--- config.mk ---
export PLATFORM = sky130hd
export DESIGN_NAME = scl_cell
export DESIGN_NICKNAME = d
export VERILOG_FILES = /design/src/rtl/core/scl_pkg.sv /design/src/rtl/core/scl_cell.sv
export SDC_FILE = /design/constraint.sdc
export NUM_CORES = 1
export LEC_CHECK = 0
export BUFFER_PORTS_ARGS = -buffer_cell sky130_fd_sc_hd__clkbuf_2
export CORE_UTILIZATION = 25
export DETAILED_ROUTE_END_ITERATION = 10
export GPL_ROUTABILITY_DRIVEN = 0
export SLEW_MARGIN = 20
export SYNTH_ARGS = -nofsm -noshare
export SYNTH_HDL_FRONTEND = slang
export SYNTH_SLANG_ARGS = --single-unit
--- constraint.sdc ---
create_clock -name clk_i -period 6.09 [get_ports clk_i]
set_clock_uncertainty 0.2 [all_clocks]
set_input_delay 0.3045 -clock clk_i [delete_from_list [all_inputs] [get_ports clk_i]]
set_output_delay 0.3045 -clock clk_i [all_outputs]
set_load 0.02 [all_outputs]
--- src/rtl/core/scl_pkg.sv ---
// shared types and constants for the sorted column list
`timescale 1ns / 1ps
package scl_pkg;

  localparam int CAPACITY = 256;
  localparam int SLOT_W   = $clog2(CAPACITY + 1);
  localparam int CNT_W    = SLOT_W;
  localparam int COL_W    = 31;
  localparam int NCOL_W   = COL_W + 1;
  localparam int LVL_W    = 16;
  localparam int VAL_W    = 64;
  localparam int ROW_W    = 31;

  localparam logic [NCOL_W-1:0] COL_MAXV = {1'b0, {COL_W{1'b1}}};
  localparam logic [NCOL_W-1:0] COL_DEAD = {NCOL_W{1'b1}};
  // successor column of a record at the end of the list
  localparam logic [NCOL_W-1:0] COL_END  = {1'b1, {COL_W{1'b0}}};

  typedef enum logic [2:0] {
    CMD_CLEAR        = 3'd0,
    CMD_INSERT       = 3'd1,
    CMD_INSERT_UPD   = 3'd2,
    CMD_DELETE       = 3'd3,
    CMD_REWIND       = 3'd4,
    CMD_GET_SMALLEST = 3'd5,
    CMD_GET_LOWER    = 3'd6,
    CMD_READ_COUNT   = 3'd7
  } cmd_e;

  typedef enum logic [1:0] {
    ST_OK      = 2'd0,
    ST_FULL    = 2'd1,
    ST_MISSING = 2'd2
  } status_e;

  typedef enum logic [2:0] {
    S_IDLE, S_LOOK, S_APPLY, S_DEL2, S_READ, S_DONE
  } state_e;

  // broadcast from the sequencer to every cell
  typedef struct packed {
    logic              look;
    logic              del_mode;
    logic [COL_W-1:0]  key;
    logic [LVL_W-1:0]  level;
    logic [VAL_W-1:0]  value;
    logic [CNT_W-1:0]  alloc_cnt;
    logic              rd_pred;
    logic              rd_addr_en;
    logic [SLOT_W-1:0] rd_addr;
    logic              new_en;
    logic [SLOT_W-1:0] new_addr;
    logic [SLOT_W-1:0] new_link;
    logic [NCOL_W-1:0] new_nxt;
    logic              pred_en;
    logic [SLOT_W-1:0] pred_link;
    logic [NCOL_W-1:0] pred_nxt;
    logic              upd_en;
    logic              kill_en;
    logic [SLOT_W-1:0] kill_addr;
  } cell_cmd_t;

  // record read back from a selected cell, zero when not selected
  typedef struct packed {
    logic [NCOL_W-1:0] col;
    logic [NCOL_W-1:0] nxt;
    logic [SLOT_W-1:0] link;
    logic [LVL_W-1:0]  level;
    logic [VAL_W-1:0]  value;
  } cell_rd_t;

  typedef struct packed {
    logic pred;
    logic hit;
  } cell_flag_t;

endpackage

--- src/rtl/core/scl_cell.sv ---
// one record slot of the list, with its link and successor column
`timescale 1ns / 1ps
module scl_cell (
  input  logic                        clk_i,
  input  logic                        rst_ni,
  input  logic [scl_pkg::SLOT_W-1:0]  idx_i,
  input  scl_pkg::cell_cmd_t          cmd_i,
  output scl_pkg::cell_rd_t           rd_o,
  output scl_pkg::cell_flag_t         flag_o
);
  import scl_pkg::*;

  logic [NCOL_W-1:0] col_q;
  logic [NCOL_W-1:0] nxt_q;
  logic [SLOT_W-1:0] link_q;
  logic [LVL_W-1:0]  level_q;
  logic [VAL_W-1:0]  value_q;
  logic              pred_q;
  logic              hit_q;
  logic              alloc;
  logic              live;
  logic [NCOL_W-1:0] key;
  logic              sel;

  assign key   = {1'b0, cmd_i.key};
  assign alloc = (idx_i <= cmd_i.alloc_cnt);
  assign live  = alloc && !col_q[NCOL_W-1];

  // match flags, taken in the look phase
  always_ff @(posedge clk_i or negedge rst_ni) begin
    if (!rst_ni) begin
      pred_q <= 1'b0;
      hit_q  <= 1'b0;
    end else if (cmd_i.look) begin
      pred_q <= live && (col_q < key) &&
                (cmd_i.del_mode ? (nxt_q == key) : (nxt_q >= key));
      // last of the equal run in list order is the earliest inserted
      hit_q  <= alloc && (col_q == key) && (nxt_q != key);
    end
  end

  // record contents
  always_ff @(posedge clk_i) begin
    if (cmd_i.new_en && (idx_i == cmd_i.new_addr)) begin
      col_q   <= key;
      level_q <= cmd_i.level;
      value_q <= cmd_i.value;
      link_q  <= cmd_i.new_link;
      nxt_q   <= cmd_i.new_nxt;
    end else begin
      if (cmd_i.pred_en && pred_q) begin
        link_q <= cmd_i.pred_link;
        nxt_q  <= cmd_i.pred_nxt;
      end
      if (cmd_i.upd_en && hit_q && (cmd_i.level < level_q)) begin
        level_q <= cmd_i.level;
      end
      if (cmd_i.kill_en && (idx_i == cmd_i.kill_addr)) begin
        col_q <= COL_DEAD;
      end
    end
  end

  // gated read-out onto the shared bus
  assign sel = (cmd_i.rd_pred && pred_q) ||
               (cmd_i.rd_addr_en && (idx_i == cmd_i.rd_addr));

  always_comb begin
    rd_o = '0;
    if (sel) begin
      rd_o.col   = col_q;
      rd_o.nxt   = nxt_q;
      rd_o.link  = link_q;
      rd_o.level = level_q;
      rd_o.value = value_q;
    end
  end

  assign flag_o.pred = pred_q;
  assign flag_o.hit  = hit_q;

endmodule

## Word-level counts from Yosys, hierarchy flattened

Cells that the tools add are included.

- Eq/ne operators: 6
- Mux-type cells: 10
- Magnitude comparators: 4
- Reduce and logical (&&, ||, !) cells: 17

Operators with widths:

| kind | number |
|---|---|
| 153-bit two-way mux | 1 |
| 32-bit by 31-bit == test with 1-bit output | 2 |
| 32-bit two-way mux | 2 |
| 31-bit two-way mux | 2 |
| 32-bit by 31-bit greater-or-equal comparator with 1-bit output | 1 |
| 32-bit by 31-bit < comparator with 1-bit output | 1 |
| 16-bit two-way mux | 2 |
| 32-bit by 31-bit inequality test with 1-bit output | 1 |
| 9-bit == test | 3 |
| 9-bit two-way mux | 2 |
| 16-bit < comparator | 1 |
| 1-bit logical AND | 12 |
| 9-bit less-or-equal comparator | 1 |
| 2-bit nonzero test | 3 |
| 1-bit zero test | 1 |
| 1-bit logical OR | 1 |
| 1-bit two-way mux | 1 |

- Bits of input ports: 248
- Output and inout port bits: 155
- Register bits: 155
- Logic and storage cells: 45

## Depth between registers and ports, before layout

- Word-level depth: 4
- Gate-level depth with buffers: 8
- Mapped depth without buffers: 8

## Worst setup path after synthesis

Ideal clock, no wire load.

- Path kind: input to register
- Start point: in cmd_i[98] (netlist name)
- End point: reg link_q[0] (enable)
- Required time: 5.491 ns
- Arrival: 2.171 ns
- Buffers on the path: 2
- Library setup time: 0.399 ns
- Setup slack: 3.320 ns
- Stages: 6
- Path through: xnor2_1 -> nand4_1 -> or3_1 -> clkbuf_1 -> clkbuf_1 -> nand2_1

- Word-level cells in the longest chain between the ends: 3

Ends and longest elaborated chain:

| element | RTL line | text |
|---|---|---|
| from (decl) | scl_cell.sv:7 | `input scl_pkg::cell_cmd_t cmd_i,` |
| 9-bit == test | scl_cell.sv:44 | `if (cmd_i.new_en && (idx_i == cmd_i.new_addr)) begin` |
| 1-bit logical AND | scl_cell.sv:44 |  |
| 2-bit nonzero test (no source line) | -- |  |
| to (signal assigned) | scl_cell.sv:48 | `link_q <= cmd_i.new_link;` |
| to (signal assigned) | scl_cell.sv:52 | `link_q <= cmd_i.pred_link;` |
| to (decl) | scl_cell.sv:15 | `logic [SLOT_W-1:0] link_q;` |

No other way between the ends.
A chain may end at the register's enable or synchronous reset.

## Final worst setup path

- Start point: in idx_i[1] (netlist name)
- End point: reg link_q[0] (data pin)

- Word-level cells in the longest chain between the ends: 3

Ends and longest elaborated chain:

| element | RTL line | text |
|---|---|---|
| from (decl) | scl_cell.sv:6 | `input logic [scl_pkg::SLOT_W-1:0] idx_i,` |
| 9-bit == test | scl_cell.sv:44 |  |
| 1-bit logical AND | scl_cell.sv:44 |  |
| 9-bit two-way mux | scl_cell.sv:44 |  |

No other way between the ends.

==> impl_metrics.json <==
{
  "status": "finished, final reports clean",
  "grt_pass1_wl_um": 43300,
  "relSlewSlack": 0.302,
  "hold_class": "input pin to flip-flop",
  "die_y_um": 190,
  "area_growth_pct": 57.3,
  "max_clock_freq_mhz": 296,
  "cts_buffers": 17,
  "powerDensity_nw_per_um2": 200,
  "wl_um": 28800,
  "cts_tree": "done",
  "fp-row-count": 68,
  "gr-total-overflow": 0,
  "dp_hpwl_um": 21200,
  "num_vias": 8008,
  "fin_crit_ps": 3370,
  "setup_violations": 0,
  "fin_crit_sh": 0.554,
  "post_drt_wl_per_cell_um": 15.3,
  "grt_usage": 0.159,
  "final_hold_viol_count": 0,
  "ys_types": 50,
  "critical_path_peak_fanout": 82,
  "ys_seq_area_frac": 0.526,
  "cap_violations": 0,
  "grt_max_degree": 83,
  "crit_type": "input pin to flip-flop",
  "synth_top_family_by_area": "simple AND/OR/NAND/NOR gates",
  "grt_pass1_vias": 8283,
  "fp.dieW_um": 190,
  "async_flop_share": 0.0129,
  "synth_compound_area_frac": 0.0483,
  "end_kind": "flip-flop",
  "regToRegSetupSlack_ps": 3280,
  "dp_slack_ps": 2690,
  "nets": 1746,
  "syn_nets": 1156,
  "worstMarginPinSlew_ps": 1050,
  "start_kind": "input pin",
  "setup-tns-final_ps": 0,
  "seqCellArea_um2": 4630,
  "ys_ff_latch": 155,
  "multi_input_area_um2": 3790,
  "nFillCells": 3334,
  "slew_viol_final": 0,
  "antenna_found_initial": 0,
  "drt_iter0_drc": 327,
  "layout_common_cells": "clkbuf_2, dlygate4sd3_1, nand2_1",
  "path_clk_slew_ps": 70,
  "io_buffer_count": 402,
  "p_leak_nw": 6.58,
  "core_area_um2": 34600,
  "netlist_area_um2": 8810,
  "layout_commonest_cell": "clkbuf_2",
  "synthXorXnorAreaFrac": 0.0268,
  "peakVddDrop_uv": 178,
  "synthMuxAreaShare": 0,
  "syn_area_per_cell_um2": 10.7,
  "final_core_util": 0.400,
  "clock-sinks": 155,
  "h-tree-depth": 4,
  "boundaryPins": 403,
  "placed_cells": 1653,
  "ctsResizeCount": 0,
  "required_ps": 6200,
  "route.detailed.drc": 0,
  "drtAntennaViolNets": 0,
  "final_cells": 1881,
  "initial_core_util": 0.254,
  "synth_cells": 822,
  "rsz0062_at_grt": "no",
  "clock_path_buffers": 2,
  "viasPerCell": 4.26,
  "synth_edf_count": 152,
  "dr.pass1.iters": 4,
  "drive_gt1_frac": 0.315,
  "setup_ws_ps": 2720,
  "dieArea_um2": 36000,
  "crit_arrival_ps": 3490,
  "clk-insertion-delay-late_ps": 450,
  "cts_root_buf": "clkbuf_16",
  "yosysWarnings": 0,
  "synth-adder-area-share": 0.122,
  "yosys_most_used_dff": "edfxtp_1",
  "yosys.area_share.simple": 0.232
}
[registers in the layout, indices dropped and copies added, names as in the netlist]
name and count:
value_q 64, col_q 32, nxt_q 32, level_q 16, link_q 9, hit_q 1, pred_q 1
[routing by layer]
layer | vias to the layer above | global-route usage | wire (um) | part of all wire
met5 | - | 0 | 0 | 0
met4 | 0 | 0.0599 | 669 | 0.023
met3 | 39 | 0.0312 | 1250 | 0.044
met2 | 267 | 0.280 | 14500 | 0.50
met1 | 3715 | 0.189 | 12400 | 0.43
li1 | 3987 | - | - | -
[what timing repair did]
action / CTS / global route
hold endpoints to repair: 154 / 0
buffers inserted: 0 / 0
hold buffers: 195 / 0
[Yosys cell counts (2+ instances only)]
cell type  number  area share
a2111oi_0       2      0.0020
a211oi_1        2      0.0017
a21o_1          6      0.0051
a21oi_1        28       0.016
a22oi_1         3      0.0026
and2_1        154        0.11
buf_2           4      0.0023
buf_4           9      0.0077
clkbuf_1       16      0.0068
dfrtp_1         2      0.0057
edfxtp_1      152        0.52
ha_1           86        0.12
inv_1          62       0.026
nand2_1       174       0.074
nand2b_1        2      0.0014
nand3_1         7      0.0040
nand4_1        18       0.013
nand4_2         2      0.0028
nand4b_1        2      0.0020
nor2_1         10      0.0043
nor2b_1         5      0.0036
nor3_1          6      0.0034
nor4_1          5      0.0036
o21ai_0        13      0.0074
or2_2           2      0.0014
xnor2_1        23       0.023
xor2_1          4      0.0040
[stage by stage]
stage | hold WS, ps | total power, mW | area (um^2)
floorplan | -191 | 1.39 | 8810
global placement | -107 | 1.55 | 11300
detailed placement | -106 | 1.55 | 11300
CTS | 1.17 | 2.81 | 13900
global route | 22.6 | 2.88 | 13900
finish | 38.1 | 2.78 | 13900
[worst paths after layout]
kind,from,to,depth (start not counted)
max,idx_i[1],link_q[0]$_DFFE_PP_,9
min,cmd_i[204],col_q[0]$_SDFFCE_PN1P_,2
max reg2reg,nxt_q[29]$_DFFE_PP_,pred_q$_DFFE_PN0P_,7
min reg2reg,col_q[31]$_SDFFE_PP0P_,col_q[31]$_SDFFE_PP0P_,2
max in group asynchronous,rst_ni,pred_q$_DFFE_PN0P_,3
min in group asynchronous,rst_ni,hit_q$_DFFE_PN0P_,3
[power breakdown]
group | leakage [nW] | switching (mW) | total, mW | internal (mW)
combinational | 4.78 | 0.208 | 0.433 | 0.225
clock | 0.301 | 0.489 | 1.15 | 0.661
sequential | 1.50 | 0.0101 | 1.20 | 1.19
[critical path, cell delays in order]
cell,delay [ps]
clkbuf_2,160
xnor2_1,230
nand4_1,160
nor3_2,250
buf_4,550
buf_4,870
nand2_1,200
nand2_1,130
dlygate4sd3_1,570
[logic make-up (layout without fill, tap and decap cells)]
kind of cell,count (synthesis),in the layout
buffers and inverters,93,696
DFF,155,155
AOI/OAI and AO/OA,68,68
and+or+nand+nor,393,393
xor gates and xnor gates,27,27
adders and majority gates,86,86
other,0,1
[area by class of cell]
class	count	area share
Antenna cell	1	0.000181
Clock buffer	17	0.0307
Clock inverter	15	0.0143
Inverter	62	0.0168
Multi-Input combinational cell	574	0.274
Sequential cell	155	0.334
Tap cell	455	0.0411
Timing Repair Buffer	602	0.289
(Power assumes the default switching activity.)
